**src/rtl/core/iamd_pkg.sv**
```systemverilog
// iamd_pkg: shared constants and types for the integer execute unit
// no dependencies
package iamd_pkg;

    localparam int NUM_REGS = 32;
    localparam int REG_AW = 5;
    localparam int XLEN = 32;

    localparam logic [6:0] OP_REG = 7'b0110011;
    localparam logic [6:0] OP_IMM = 7'b0010011;
    localparam logic [6:0] F7_BASE = 7'h00;
    localparam logic [6:0] F7_MULDIV = 7'h01;
    localparam logic [6:0] F7_ALT = 7'h20;

    localparam logic [2:0] F3_ADD = 3'd0;
    localparam logic [2:0] F3_SLL = 3'd1;
    localparam logic [2:0] F3_SLT = 3'd2;
    localparam logic [2:0] F3_SLTU = 3'd3;
    localparam logic [2:0] F3_XOR = 3'd4;
    localparam logic [2:0] F3_SR = 3'd5;
    localparam logic [2:0] F3_OR = 3'd6;
    localparam logic [2:0] F3_AND = 3'd7;

    // funct3 codes of the multiply/divide group
    localparam logic [2:0] F3_MUL = 3'd0;
    localparam logic [2:0] F3_MULH = 3'd1;
    localparam logic [2:0] F3_MULHSU = 3'd2;
    localparam logic [2:0] F3_MULHU = 3'd3;
    localparam logic [2:0] F3_DIV = 3'd4;
    localparam logic [2:0] F3_DIVU = 3'd5;
    localparam logic [2:0] F3_REM = 3'd6;
    localparam logic [2:0] F3_REMU = 3'd7;

    // operation class chosen by the decoder
    typedef enum logic [1:0] {
        CLS_ALU,
        CLS_MUL,
        CLS_DIV,
        CLS_ILL
    } op_class_t;

endpackage

```
**src/rtl/core/integer_alu_with_muldiv.sv**
```systemverilog
// integer_alu_with_muldiv: rv32im register/immediate execute unit with own register file
// depends on iamd_pkg
//
//  channel | ports                                         | dir | role
//  input   | s_valid, s_ready, s_instruction               | in  | instruction words
//  result  | m_valid, m_ready, m_dest_index, m_write_value,| out | one result per instruction
//          | m_wrote, m_illegal                            |     |
//
// reset clears the register file one entry a cycle, s_ready low meanwhile
// alu ops: read, alu, write back, then the result is registered; s_ready stays low until write back
// mul/div/rem: read, setup, 32 shift-add or restoring steps in the shared adder, a select
// step, then write back; s_ready stays low until write back, so one instruction is in the unit
// the write back cycle waits while the output register still holds an unaccepted result,
// so a stalled m_ready stalls the next instruction at write back and then the input
module integer_alu_with_muldiv (
    input  logic        aclk,
    input  logic        aresetn,
    input  logic        s_valid,
    output logic        s_ready,
    input  logic [31:0] s_instruction,
    output logic        m_valid,
    input  logic        m_ready,
    output logic [4:0]  m_dest_index,
    output logic [31:0] m_write_value,
    output logic        m_wrote,
    output logic        m_illegal
);

    typedef enum logic [2:0] {
        ST_CLEAR,
        ST_IDLE,
        ST_READ,
        ST_EXEC,
        ST_ITER,
        ST_FINISH
    } state_t;

    state_t state_reg;
    logic [iamd_pkg::REG_AW-1:0] clr_reg;

    // register file, read and written in clocked blocks
    logic [31:0] rf_mem [iamd_pkg::NUM_REGS];
    logic [31:0] rd_a_reg, rd_b_reg;

    logic [31:0] ins_reg;
    logic [31:0] a_reg, b_reg;          // operands
    logic [31:0] acc_reg;               // mul high / div remainder
    logic [31:0] q_reg;                 // mul low (multiplier) / div quotient
    logic [5:0]  cnt_reg;
    logic        neg_res_reg;
    logic [31:0] res_reg;
    logic        ill_reg;

    logic        out_v_reg;
    logic [4:0]  out_rd_reg;
    logic [31:0] out_val_reg;
    logic        out_wr_reg;
    logic        out_ill_reg;

    logic [6:0] opc, f7;
    logic [2:0] f3;
    logic [4:0] rdi, rs1, rs2;
    assign opc = ins_reg[6:0];
    assign rdi = ins_reg[11:7];
    assign f3  = ins_reg[14:12];
    assign rs1 = ins_reg[19:15];
    assign rs2 = ins_reg[24:20];
    assign f7  = ins_reg[31:25];

    // decode
    iamd_pkg::op_class_t cls;
    always_comb begin
        cls = iamd_pkg::CLS_ILL;
        if (opc == iamd_pkg::OP_REG) begin
            if (f7 == iamd_pkg::F7_BASE) cls = iamd_pkg::CLS_ALU;
            else if (f7 == iamd_pkg::F7_MULDIV) cls = f3[2] ? iamd_pkg::CLS_DIV : iamd_pkg::CLS_MUL;
            else if (f7 == iamd_pkg::F7_ALT && (f3 == iamd_pkg::F3_ADD || f3 == iamd_pkg::F3_SR))
                cls = iamd_pkg::CLS_ALU;
        end else if (opc == iamd_pkg::OP_IMM) begin
            if (f3 == iamd_pkg::F3_SLL) begin
                if (f7 == iamd_pkg::F7_BASE) cls = iamd_pkg::CLS_ALU;
            end else if (f3 == iamd_pkg::F3_SR) begin
                if (f7 == iamd_pkg::F7_BASE || f7 == iamd_pkg::F7_ALT) cls = iamd_pkg::CLS_ALU;
            end else begin
                cls = iamd_pkg::CLS_ALU;
            end
        end
    end

    // combinational alu on the read operands
    logic [31:0] opa, opb, alu_res;
    logic        alt;
    always_comb begin
        opa = rd_a_reg;
        opb = (opc == iamd_pkg::OP_REG) ? rd_b_reg : {{20{ins_reg[31]}}, ins_reg[31:20]};
        alt = f7[5];
        case (f3)
            iamd_pkg::F3_ADD:  alu_res = (alt && opc == iamd_pkg::OP_REG) ? opa - opb : opa + opb;
            iamd_pkg::F3_SLL:  alu_res = opa << opb[4:0];
            iamd_pkg::F3_SLT:  alu_res = {31'd0, $signed(opa) < $signed(opb)};
            iamd_pkg::F3_SLTU: alu_res = {31'd0, opa < opb};
            iamd_pkg::F3_XOR:  alu_res = opa ^ opb;
            iamd_pkg::F3_SR:   alu_res = alt ? 32'($signed(opa) >>> opb[4:0]) : opa >> opb[4:0];
            iamd_pkg::F3_OR:   alu_res = opa | opb;
            default:           alu_res = opa & opb;
        endcase
    end

    // signedness of operands for mul/div
    logic sa, sb;
    always_comb begin
        case (f3)
            iamd_pkg::F3_MULH:   begin sa = 1'b1; sb = 1'b1; end
            iamd_pkg::F3_MULHSU: begin sa = 1'b1; sb = 1'b0; end
            iamd_pkg::F3_DIV:    begin sa = 1'b1; sb = 1'b1; end
            iamd_pkg::F3_REM:    begin sa = 1'b1; sb = 1'b1; end
            default:             begin sa = 1'b0; sb = 1'b0; end
        endcase
    end

    logic na, nb;
    logic [31:0] mag_a, mag_b;
    assign na = sa & rd_a_reg[31];
    assign nb = sb & rd_b_reg[31];
    assign mag_a = na ? 32'(0 - rd_a_reg) : rd_a_reg;
    assign mag_b = nb ? 32'(0 - rd_b_reg) : rd_b_reg;

    // shared adder: mul adds multiplicand, div subtracts divisor
    logic        is_div;
    logic [32:0] add_res;
    logic [32:0] rem_sh;
    assign is_div = f3[2];
    assign rem_sh = {acc_reg, q_reg[31]};
    always_comb begin
        if (is_div) add_res = rem_sh - {1'b0, b_reg};
        else        add_res = {1'b0, acc_reg} + {1'b0, (q_reg[0] ? a_reg : 32'd0)};
    end

    // 64-bit unsigned product held as {acc_reg, q_reg}
    logic [63:0] prod, prod_s;
    assign prod   = {acc_reg, q_reg};
    assign prod_s = neg_res_reg ? 64'(0 - prod) : prod;

    logic [31:0] div_q, div_r;
    assign div_q = neg_res_reg ? 32'(0 - q_reg) : q_reg;
    assign div_r = neg_res_reg ? 32'(0 - acc_reg) : acc_reg;

    logic out_free;
    assign out_free = !out_v_reg || m_ready;
    assign s_ready = (state_reg == ST_IDLE);

    // first finish cycle of mul/div picks the signed result, write back follows once the output is free
    logic pick, out_load;
    assign pick = (state_reg == ST_FINISH) && (cnt_reg == 6'd0)
                  && (cls == iamd_pkg::CLS_MUL || cls == iamd_pkg::CLS_DIV);
    assign out_load = (state_reg == ST_FINISH) && !pick && out_free;

    logic we;
    assign we = out_load && !ill_reg
                && rdi != 5'd0 && int'(rdi) < iamd_pkg::NUM_REGS;

    // register file port, with clearing sweep after reset
    always_ff @(posedge aclk) begin
        if (state_reg == ST_CLEAR) begin
            rf_mem[clr_reg] <= 32'd0;
        end else if (we) begin
            rf_mem[rdi] <= res_reg;
        end
        rd_a_reg <= (rs1 == 5'd0 || int'(rs1) >= iamd_pkg::NUM_REGS) ? 32'd0 : rf_mem[rs1];
        rd_b_reg <= (rs2 == 5'd0 || int'(rs2) >= iamd_pkg::NUM_REGS) ? 32'd0 : rf_mem[rs2];
    end

    always_ff @(posedge aclk) begin
        if (!aresetn) begin
            state_reg <= ST_CLEAR;
            clr_reg   <= '0;
            out_v_reg <= 1'b0;
        end else begin
            if (out_load) out_v_reg <= 1'b1;
            else if (m_valid && m_ready) out_v_reg <= 1'b0;
            case (state_reg)
                ST_CLEAR: begin
                    clr_reg <= clr_reg + 1'b1;
                    if (clr_reg == iamd_pkg::REG_AW'(iamd_pkg::NUM_REGS - 1)) state_reg <= ST_IDLE;
                end
                ST_IDLE: begin
                    if (s_valid) begin
                        ins_reg   <= s_instruction;
                        state_reg <= ST_READ;
                    end
                end
                ST_READ: begin
                    // register file read data lands here
                    state_reg <= ST_EXEC;
                end
                ST_EXEC: begin
                    ill_reg <= (cls == iamd_pkg::CLS_ILL);
                    cnt_reg <= '0;
                    if (cls == iamd_pkg::CLS_MUL) begin
                        a_reg       <= mag_a;
                        q_reg       <= mag_b;
                        acc_reg     <= '0;
                        neg_res_reg <= na ^ nb;
                        state_reg   <= ST_ITER;
                    end else if (cls == iamd_pkg::CLS_DIV) begin
                        b_reg   <= mag_b;
                        q_reg   <= mag_a;
                        acc_reg <= '0;
                        // quotient sign, or dividend sign for remainder
                        neg_res_reg <= f3[1] ? na : (na ^ nb) & (rd_b_reg != 32'd0);
                        state_reg   <= ST_ITER;
                    end else begin
                        res_reg   <= (cls == iamd_pkg::CLS_ALU) ? alu_res : 32'd0;
                        state_reg <= ST_FINISH;
                    end
                end
                ST_ITER: begin
                    if (is_div) begin
                        if (!add_res[32]) begin
                            acc_reg <= add_res[31:0];
                            q_reg   <= {q_reg[30:0], 1'b1};
                        end else begin
                            acc_reg <= rem_sh[31:0];
                            q_reg   <= {q_reg[30:0], 1'b0};
                        end
                    end else begin
                        {acc_reg, q_reg} <= {add_res, q_reg[31:1]};
                    end
                    if (cnt_reg == 6'd31) begin
                        cnt_reg   <= '0;
                        state_reg <= ST_FINISH;
                    end else begin
                        cnt_reg <= cnt_reg + 1'b1;
                    end
                end
                ST_FINISH: begin
                    if (pick) begin
                        // first finish cycle after the loop: pick the result
                        cnt_reg <= 6'd1;
                        if (is_div) res_reg <= f3[1] ? div_r : div_q;
                        else if (f3 == iamd_pkg::F3_MUL) res_reg <= prod_s[31:0];
                        else res_reg <= prod_s[63:32];
                    end else if (out_free) begin
                        out_rd_reg  <= rdi;
                        out_val_reg <= res_reg;
                        out_wr_reg  <= we;
                        out_ill_reg <= ill_reg;
                        state_reg   <= ST_IDLE;
                    end
                end
                default: state_reg <= ST_IDLE;
            endcase
        end
    end

    assign m_valid       = out_v_reg;
    assign m_dest_index  = out_rd_reg;
    assign m_write_value = out_val_reg;
    assign m_wrote       = out_wr_reg;
    assign m_illegal     = out_ill_reg;

endmodule

```
**config.mk**
```make
export PLATFORM = sky130hd
export DESIGN_NAME = integer_alu_with_muldiv
export DESIGN_NICKNAME = d
export VERILOG_FILES = /design/src/rtl/core/iamd_pkg.sv /design/src/rtl/core/integer_alu_with_muldiv.sv
export SDC_FILE = /design/constraint.sdc
export NUM_CORES = 2
export LEC_CHECK = 0
export ABC_CLOCK_PERIOD_IN_PS = 7400
export BUFFER_PORTS_ARGS = -buffer_cell sky130_fd_sc_hd__buf_2
export CORE_ASPECT_RATIO = 1.2
export CORE_MARGIN = 1
export CORE_UTILIZATION = 45
export DETAILED_ROUTE_END_ITERATION = 12
export GPL_TIMING_DRIVEN = 0
export SLEW_MARGIN = 10
export SYNTH_ARGS = -nofsm -noshare
export SYNTH_HDL_FRONTEND = slang
export SYNTH_SLANG_ARGS = --single-unit
```
**constraint.sdc**
```tcl
create_clock -name aclk -period 7.4 [get_ports aclk]
set_clock_uncertainty 0.05 [all_clocks]
set_input_delay 0.37 -clock aclk [delete_from_list [all_inputs] [get_ports aclk]]
set_output_delay 0.37 -clock aclk [all_outputs]
set_load 0.02 [all_outputs]
```
Yosys cells after proc, flatten, opt, wreduce, memory -nomap -nowiden

Memory sizes are Yosys's and may differ from the RTL's. A register that Yosys moved wholly into a read port is not among the register bits.
Index checks and enable logic that the tools add are counted.

Input bits: 36
Memories: 1
Word-level logic and storage cells: 179
Output and inout bits: 41
Register bits: 248
RAM bits: 1024

Bitwise logic cells: 9
Muxes and demuxes: 65
Reduce and logical (&&, ||, !) cells: 43
Shifts and indexed selects: 3
Add/subtract/negate cells: 11
$lt $le $gt $ge: 2
Equality and inequality tests: 29

Memory list:

| memory | depth | bits a word | rd ports | clocked after memory_dff | wr ports | line                          | RTL |
|---|---|---|---|---|---|---|---|
| rf_mem | 32    | 32          | 2        | 2                        | 1        | integer_alu_with_muldiv.sv:42 | `logic [31:0] rf_mem [iamd_pkg::NUM_REGS];` |

Operator list:

| operator                                                            | count |
|---|---|
| 32-bit 2-to-1 mux                                                   | 23 |
| 32-bit one-hot mux with 7 select lines                              | 1 |
| 32-bit one-hot mux with 2 select lines                              | 3 |
| 1-bit by 32-bit subtractor with 32-bit output, first input constant | 4 |
| 32-bit less-than comparator                                         | 2 |
| 64-bit 2-to-1 mux                                                   | 1 |
| 1-bit by 64-bit subtractor with 64-bit output, first input constant | 1 |
| 32-bit by 32-bit adder with 33-bit output                           | 1 |
| 33-bit 2-to-1 mux                                                   | 1 |
| 33-bit by 32-bit subtractor with 33-bit output                      | 1 |
| 32-bit adder                                                        | 1 |
| 32-bit AND                                                          | 1 |
| 32-bit OR                                                           | 1 |
| 32-bit nonzero test                                                 | 1 |
| 32-bit OR reduction                                                 | 1 |
| 32-bit by 5-bit << shifter with 32-bit output                       | 1 |
| 32-bit by 5-bit right shift with 32-bit output                      | 1 |
| 32-bit by 5-bit >>> shifter with 32-bit output                      | 1 |
| 32-bit subtractor                                                   | 1 |
| 32-bit bitwise XOR                                                  | 1 |
| 2-bit 2-to-1 mux                                                    | 10 |
| 3-bit one-hot mux with 6 select lines                               | 1 |
| 6-bit one-hot mux with 3 select lines                               | 1 |
| 1-bit 2-to-1 mux                                                    | 16 |
| other kinds (38)                                                    | 86 |

Depth between registers and ports, before layout

Depth after elaboration: 20
Gate-level depth with buffers: 21
Mapped depth without buffers: 17

Worst setup path before layout

OpenSTA, ideal clock, no wires.

Path kind: register -> register
From: register ins_reg[28]
To: memory rf_mem[24][0] (enable)
Clock period less this slack: 5.578 ns
Setup time: 0.421 ns
Path buffers: 0
Arrival time: 5.106 ns
Data required time: 6.929 ns
Cell stages (with the launch flop): 14
Path slack: 1.822 ns
Cell sequence: edfxtp_1 > or4_1 > nor2_1 > a21oi_1 > or2_2 > and2_0 > or2_2 > ha_1 > nand3b_1 > nand3_1 > a211oi_1 > mux2i_1 > or2_2 > nor2_1

Word-level cells in the longest chain between the ends: 20
Elaborated cells between the ends (all ways): 29
Classes of those cells: eq/ne: 4; mux: 14; reduce/logical: 11

RTL lines:

| item                                                                        | line                           | RTL |
|---|---|---|
| from (decl)                                                                 | integer_alu_with_muldiv.sv:45  | `logic [31:0] ins_reg;` |
| from (signal assigned)                                                      | integer_alu_with_muldiv.sv:188 | `ins_reg <= s_instruction;` |
| 7-bit by 6-bit == test with 1-bit output or 7-bit zero test (tied branches) | --                             |  |
| 1-bit logical OR                                                            | integer_alu_with_muldiv.sv:83  | `if (f7 == iamd_pkg::F7_BASE \|\| f7 == iamd_pkg::F7_ALT) cls = iamd_pkg::CLS_ALU;` |
| 2-bit 2-to-1 mux                                                            | integer_alu_with_muldiv.sv:83  |  |
| 2-bit 2-to-1 mux                                                            | integer_alu_with_muldiv.sv:82  | `end else if (f3 == iamd_pkg::F3_SR) begin` |
| 2-bit 2-to-1 mux                                                            | integer_alu_with_muldiv.sv:80  | `if (f3 == iamd_pkg::F3_SLL) begin` |
| 2-bit 2-to-1 mux                                                            | integer_alu_with_muldiv.sv:79  | `end else if (opc == iamd_pkg::OP_IMM) begin` |
| 2-bit 2-to-1 mux *                                                          | integer_alu_with_muldiv.sv:74  | `if (opc == iamd_pkg::OP_REG) begin` |
| 2-bit by 1-bit == test with 1-bit output or 2-bit == test (tied branches)   | integer_alu_with_muldiv.sv:155 | `&& (cls == iamd_pkg::CLS_MUL \|\| cls == iamd_pkg::CLS_DIV);` |
| [... 3 more ...]                                                            | --                             |  |
| 1-bit logical AND * (2 in a row)                                            | integer_alu_with_muldiv.sv:156 | `assign out_load = (state_reg == ST_FINISH) && !pick && out_free;` |
| 1-bit logical AND *                                                         | integer_alu_with_muldiv.sv:159 | `assign we = out_load && !ill_reg` |
| 1-bit logical AND *                                                         | integer_alu_with_muldiv.sv:160 | `&& rdi != 5'd0 && int'(rdi) < iamd_pkg::NUM_REGS;` |
| 1-bit 2-to-1 mux *                                                          | integer_alu_with_muldiv.sv:166 | `end else if (we) begin` |
| 1-bit 2-to-1 mux *                                                          | integer_alu_with_muldiv.sv:164 | `if (state_reg == ST_CLEAR) begin` |
| 1-bit 2-to-1 mux (not written as such) *                                    | integer_alu_with_muldiv.sv:167 | `rf_mem[rdi] <= res_reg;` |
| 32-bit OR reduction (no source line)                                        | --                             |  |
| 5-bit 2-to-1 mux (no source line) or 1-bit 2-to-1 mux (tied branches)       | --                             |  |
| to (decl)                                                                   | integer_alu_with_muldiv.sv:42  |  |

Every way passes the cells marked *; elsewhere a longest branch is shown, timed or not.

Final worst setup path

From: register ins_reg[6]
To: register res_reg[0] (data pin)

Word-level cells in the longest chain between the ends: 9
Elaborated cells between the ends (all ways): 24
Classes of those cells: add/sub: 2; order compare: 2; eq/ne: 2; shift: 3; mux: 10; bitwise: 3; reduce/logical: 2

RTL lines:

| item                                     | line                                                                                        | RTL |
|---|---|---|
| 7-bit by 6-bit == test with 1-bit output | integer_alu_with_muldiv.sv:74, integer_alu_with_muldiv.sv:95, integer_alu_with_muldiv.sv:98 |  |
| 32-bit 2-to-1 mux                        | integer_alu_with_muldiv.sv:95                                                               | `opb = (opc == iamd_pkg::OP_REG) ? rd_b_reg : {{20{ins_reg[31]}}, ins_reg[31:20]};` |
| 32-bit adder (tied with other cells)     | integer_alu_with_muldiv.sv:98                                                               | `iamd_pkg::F3_ADD: alu_res = (alt && opc == iamd_pkg::OP_REG) ? opa - opb : opa + opb;` |
| 32-bit 2-to-1 mux (on tied branches)     | integer_alu_with_muldiv.sv:98, integer_alu_with_muldiv.sv:103                               |  |
| 32-bit one-hot mux with 7 select lines   | integer_alu_with_muldiv.sv:97                                                               | `case (f3)` |
| 32-bit 2-to-1 mux *                      | integer_alu_with_muldiv.sv:213                                                              | `res_reg <= (cls == iamd_pkg::CLS_ALU) ? alu_res : 32'd0;` |
| 32-bit 2-to-1 mux *                      | integer_alu_with_muldiv.sv:205                                                              | `end else if (cls == iamd_pkg::CLS_DIV) begin` |
| 32-bit 2-to-1 mux *                      | integer_alu_with_muldiv.sv:199                                                              | `if (cls == iamd_pkg::CLS_MUL) begin` |
| 32-bit one-hot mux with 2 select lines * | integer_alu_with_muldiv.sv:181                                                              | `case (state_reg)` |
| to (signal assigned)                     | integer_alu_with_muldiv.sv:213                                                              |  |
| to (signal assigned)                     | integer_alu_with_muldiv.sv:240                                                              | `if (is_div) res_reg <= f3[1] ? div_r : div_q;` |
| to (signal assigned)                     | integer_alu_with_muldiv.sv:241                                                              | `else if (f3 == iamd_pkg::F3_MUL) res_reg <= prod_s[31:0];` |
| to (decl)                                | integer_alu_with_muldiv.sv:51                                                               | `logic [31:0] res_reg;` |

Every way passes the cells marked *; elsewhere a longest branch is shown, timed or not. The select of a mux whose other input is x is not followed.
A chain may end at the register's enable or synchronous reset.

==> summary.txt <==
Synth
  • Seq/Total Area, Yosys: 52.9%
  • Mapped Nets: 5544
  • Yosys warns: 0
  • Unique masters post-synth: 83
  • Asr flop ratio synth: 0%
  • Mean post-synth cell area: 13.9 µm²
  • Number of enable flip-flop cells after synthesis: 1263
  • Cell count after synthesis: 5338
  • Synth Cell Area: 0.0744 mm²
  • FF+latch count, synth: 1336
  • Most used DFF post-synth: edfxtp_1

CTS
  • Clk buf depth: 3
  • Clock H-tree levels: 4
  • Clock transition at path regs: 0.07 ns
  • Clock root buffer master: clkbuf_16
  • TritonCTS clock tree: done
  • Clk sinks: 1336
  • Worst-skew pair later-pin latency: 0.82 ns
  • TritonCTS buffer count: 142

Place
  • Port Buffers: 76
  • Dpl cells: 7612
  • Hpwl dp: 241000 µm
  • RD Place Congestion: 1.07

Critical path
  • Crit path from: ins_reg[6]
  • Crit end category: register
  • Buf/Inv on CP: 5
  • Worst setup path endpoint: res_reg[0]
  • Worst EP required: 8.03 ns
  • WS Path Type: register to register
  • R2r setup slk: -0.08 ns
  • Worst R2R Start: ins_reg[6]
  • CP arrival: 8.11 ns
  • CP top delay family: compound AO/OA/AOI/OAI gates
  • Crit path cell chain: and3b_1, clkbuf_1, a21boi_2, nor2_1, clkinv_1, buf_1, clkbuf_2, ha_1, inv_1, ha_1, a31oi_1, o221ai_1, a31oi_1, a21oi_1, a211o_1, a221o_1, o221ai_1, o2111ai_1, nand3_1
  • Worst R2R Path Depth: 19
  • CP max stage delay: 0.63 ns
  • Cell depth of the worst setup path: 19
  • Slowest stage cell, crit path: a31oi_1
  • CP startpoint kind: register
  • Reg-to-Reg End: res_reg[0]
  • Worst-path maximum fanout: 11

Global routing
  • Global-route wire length before repair: 430000 µm
  • Vias in the first global route: 52.6k
  • Initial antenna violation count: 21
  • Largest net degree at the start of global routing: 33
  • Gr ovfl total: 0
  • GRT Total Usage: 37.7%

Layout
  • Final cell count without fillers: 7925
  • Top reg by flops: rf_mem
  • Area delta synth->final: 13.1%
  • Most frequent cells in the layout: edfxtp_1, mux4_2, a21oi_1
  • Max reg flops: 1024
  • Most common cell after layout, fill and taps aside: edfxtp_1
  • Final #Nets: 5859
  • Share of post-route cells with drive strength above 1: 19.9%
  • Fill cells: 14.0k

Power and ir drop
  • Pwr Density: 190 mW/mm²
  • Leak Pwr: 0.0305 µW
  • Internal power: 12500 µW
  • Sequential share of power: 51.8%
  • Clock network power share: 46.3%
  • Comb pwr share: 1.9%
  • Sw Share: 21.5%
  • Worst vdd ir: 0.000207 V
  • Net switching power: 3440 µW

Floorplan
  • Die X: 373 µm
  • CORE AREA: 0.164 mm²
  • Rows: 163
  • Starting density of the core: 45.3%
  • Die H: 447 µm
  • # IOs: 77
  • Die area: 0.167 mm²

STA
  • Final Setup Violations: 2
  • Worst slew pin tran: 1.47 ns
  • Worst slew margin: 1.26%
  • Slew Limit Fails: 0
  • Fin crit period: 7.48 ns
  • Period utilization: 101%
  • Hold Fails Final Rpt: 0
  • WHS: 0.116 ns
  • Fin worst setup slack: -0.0798 ns
  • Max Freq: 0.134 GHz

Route
  • Drc violations: 0
  • Vias per std cell: 6.82
  • Remaining antenna violation count: 0
  • DR vias: 54.0k
  • WL per Instance: 40.0 µm
  • Routed Wire Length: 317000 µm
  • DR iter-0 viols: 7220
  • Drt pass-1 iters: 6

Run
  • # Max-Cap Violations: 1

Status
  • Violated checks: capacitance limit, setup timing
  • Outcome: complete, but fails checks

Min path
  • Worst hold path class: primary input to register
-- what timing repair did --
item / CTS / global route
buffers inserted: 5 / 0
hold endpoints to repair: 36 / 0
endpoints found under the setup margin: 490 / 237
pin swaps: 1 / 0
hold buffers: 35 / 0
resized for setup: 15 / 14
-- synth_stat cells (31+ instances only) --
master | instances | share of area, %
clkbuf_1 | 284 | 1.4
dfxtp_1 | 73 | 2.0
xnor2_1 | 145 | 1.7
mux2_2 | 31 | 0.47
o31ai_1 | 43 | 0.43
ha_1 | 167 | 2.8
nand2_1 | 283 | 1.4
nor2_1 | 354 | 1.8
and2_1 | 84 | 0.71
nor3_1 | 81 | 0.54
nor4_1 | 32 | 0.27
o21bai_1 | 31 | 0.31
o211ai_1 | 56 | 0.57
nand2b_1 | 39 | 0.33
a31oi_1 | 58 | 0.49
mux4_2 | 643 | 19
a21o_1 | 74 | 0.75
edfxtp_1 | 1263 | 51
buf_1 | 80 | 0.40
mux2i_1 | 174 | 2.3
nand3_1 | 50 | 0.34
a211oi_1 | 38 | 0.38
or3_1 | 35 | 0.29
a21oi_1 | 323 | 2.2
o21ai_0 | 284 | 1.9
inv_1 | 159 | 0.80
xor2_1 | 87 | 1.0
-- routing by layer --
metal / vias up / GRT usage (%) / share of wire [%]
met5: - / 0 / 0.035
met4: 14 / 24.7 / 7.7
met3: 868 / 7.42 / 8.2
met2: 3253 / 62.1 / 48
met1: 27900 / 45.2 / 36
li1: 22000 / - / -
-- cells by family (layout without fill, tap and decap cells) --
kind of cell    after synthesis  count (layout)  synth area share [%]
mux                         848             848                  22.3
buf+inv                     534             964                  2.70
compound gates             1138            1138                  9.62
xor+xnor                    232             232                  2.73
simple gates               1080            1080                  6.85
fa+ha+maj                   170             170                  2.89
other cells                   0              12                     0
flops                      1336            1336                  52.9
-- power by group through the flow --
stage          clock network [µW]  registers (µW)  logic [µW]
2_1_floorplan                   0            8410         140
3_3_place_gp                    0            8430         245
3_5_place_dp                    0            8430         274
4_1_cts                      7430            8270         289
5_1_grt                      7710            8270         303
6_report                     7390            8270         296
-- area by class of cell --
class | instances | area [µm²] | share of cell area [%]
diodes | 12 | 30.0 | 0.0357
plain buffers | 364 | 1400 | 1.67
clock buffers | 171 | 3730 | 4.44
clock inverters | 88 | 1010 | 1.20
inverters | 168 | 634 | 0.754
multi-input cells | 3468 | 33400 | 39.7
flip-flops and latches | 1336 | 39400 | 46.8
well taps | 2145 | 2680 | 3.19
repair buffers | 173 | 1850 | 2.20
-- through the flow --
stage | setup WS [ns] | cell area (µm²) | power (µW) | utilization (%) | TNS [ns]
final | -0.0798 | 84100 | 16000 | 51.2 | -0.0926
after global routing | -0.000794 | 84100 | 16300 | 51.2 | -0.000794
after CTS | 0.0504 | 84000 | 16000 | 51.1 | 0
after detailed placement | -1.06 | 78800 | 8700 | 47.9 | -41.59
after global placement | -2.67 | 77500 | 8680 | 47.1 | -2559.54
after floorplan | 1.82 | 74400 | 8550 | - | 0
-- worst reg2reg max path, cell delays in order (launching register included) --
cell       delay [ns]
edfxtp_1         0.42
and3b_1          0.25
clkbuf_1         0.52
a21boi_2         0.33
nor2_1           0.35
clkinv_1         0.38
buf_1            0.42
clkbuf_2         0.42
ha_1             0.42
inv_1            0.07
ha_1             0.18
a31oi_1          0.43
o221ai_1         0.25
a31oi_1          0.63
a21oi_1          0.44
a211o_1          0.42
a221o_1          0.38
o221ai_1         0.60
o2111ai_1        0.27
nand3_1          0.14
-- how the worst min path moves through the flow --
stage | slack, ns | cells past startpoint | from | endpoint
detailed placement | 0.43 | 0 | res_reg[17] | m_write_value[17]
global route | 0.14 | 4 | s_valid | state_reg[0]
finish | 0.12 | 4 | s_valid | state_reg[0]
global placement | 0.41 | 0 | res_reg[17] | m_write_value[17]
CTS | 0.08 | 4 | s_valid | state_reg[0]
floorplan | 0.37 | 0 | res_reg[0] | m_write_value[0]
Note: power is estimated with default switching activity, not from simulation.
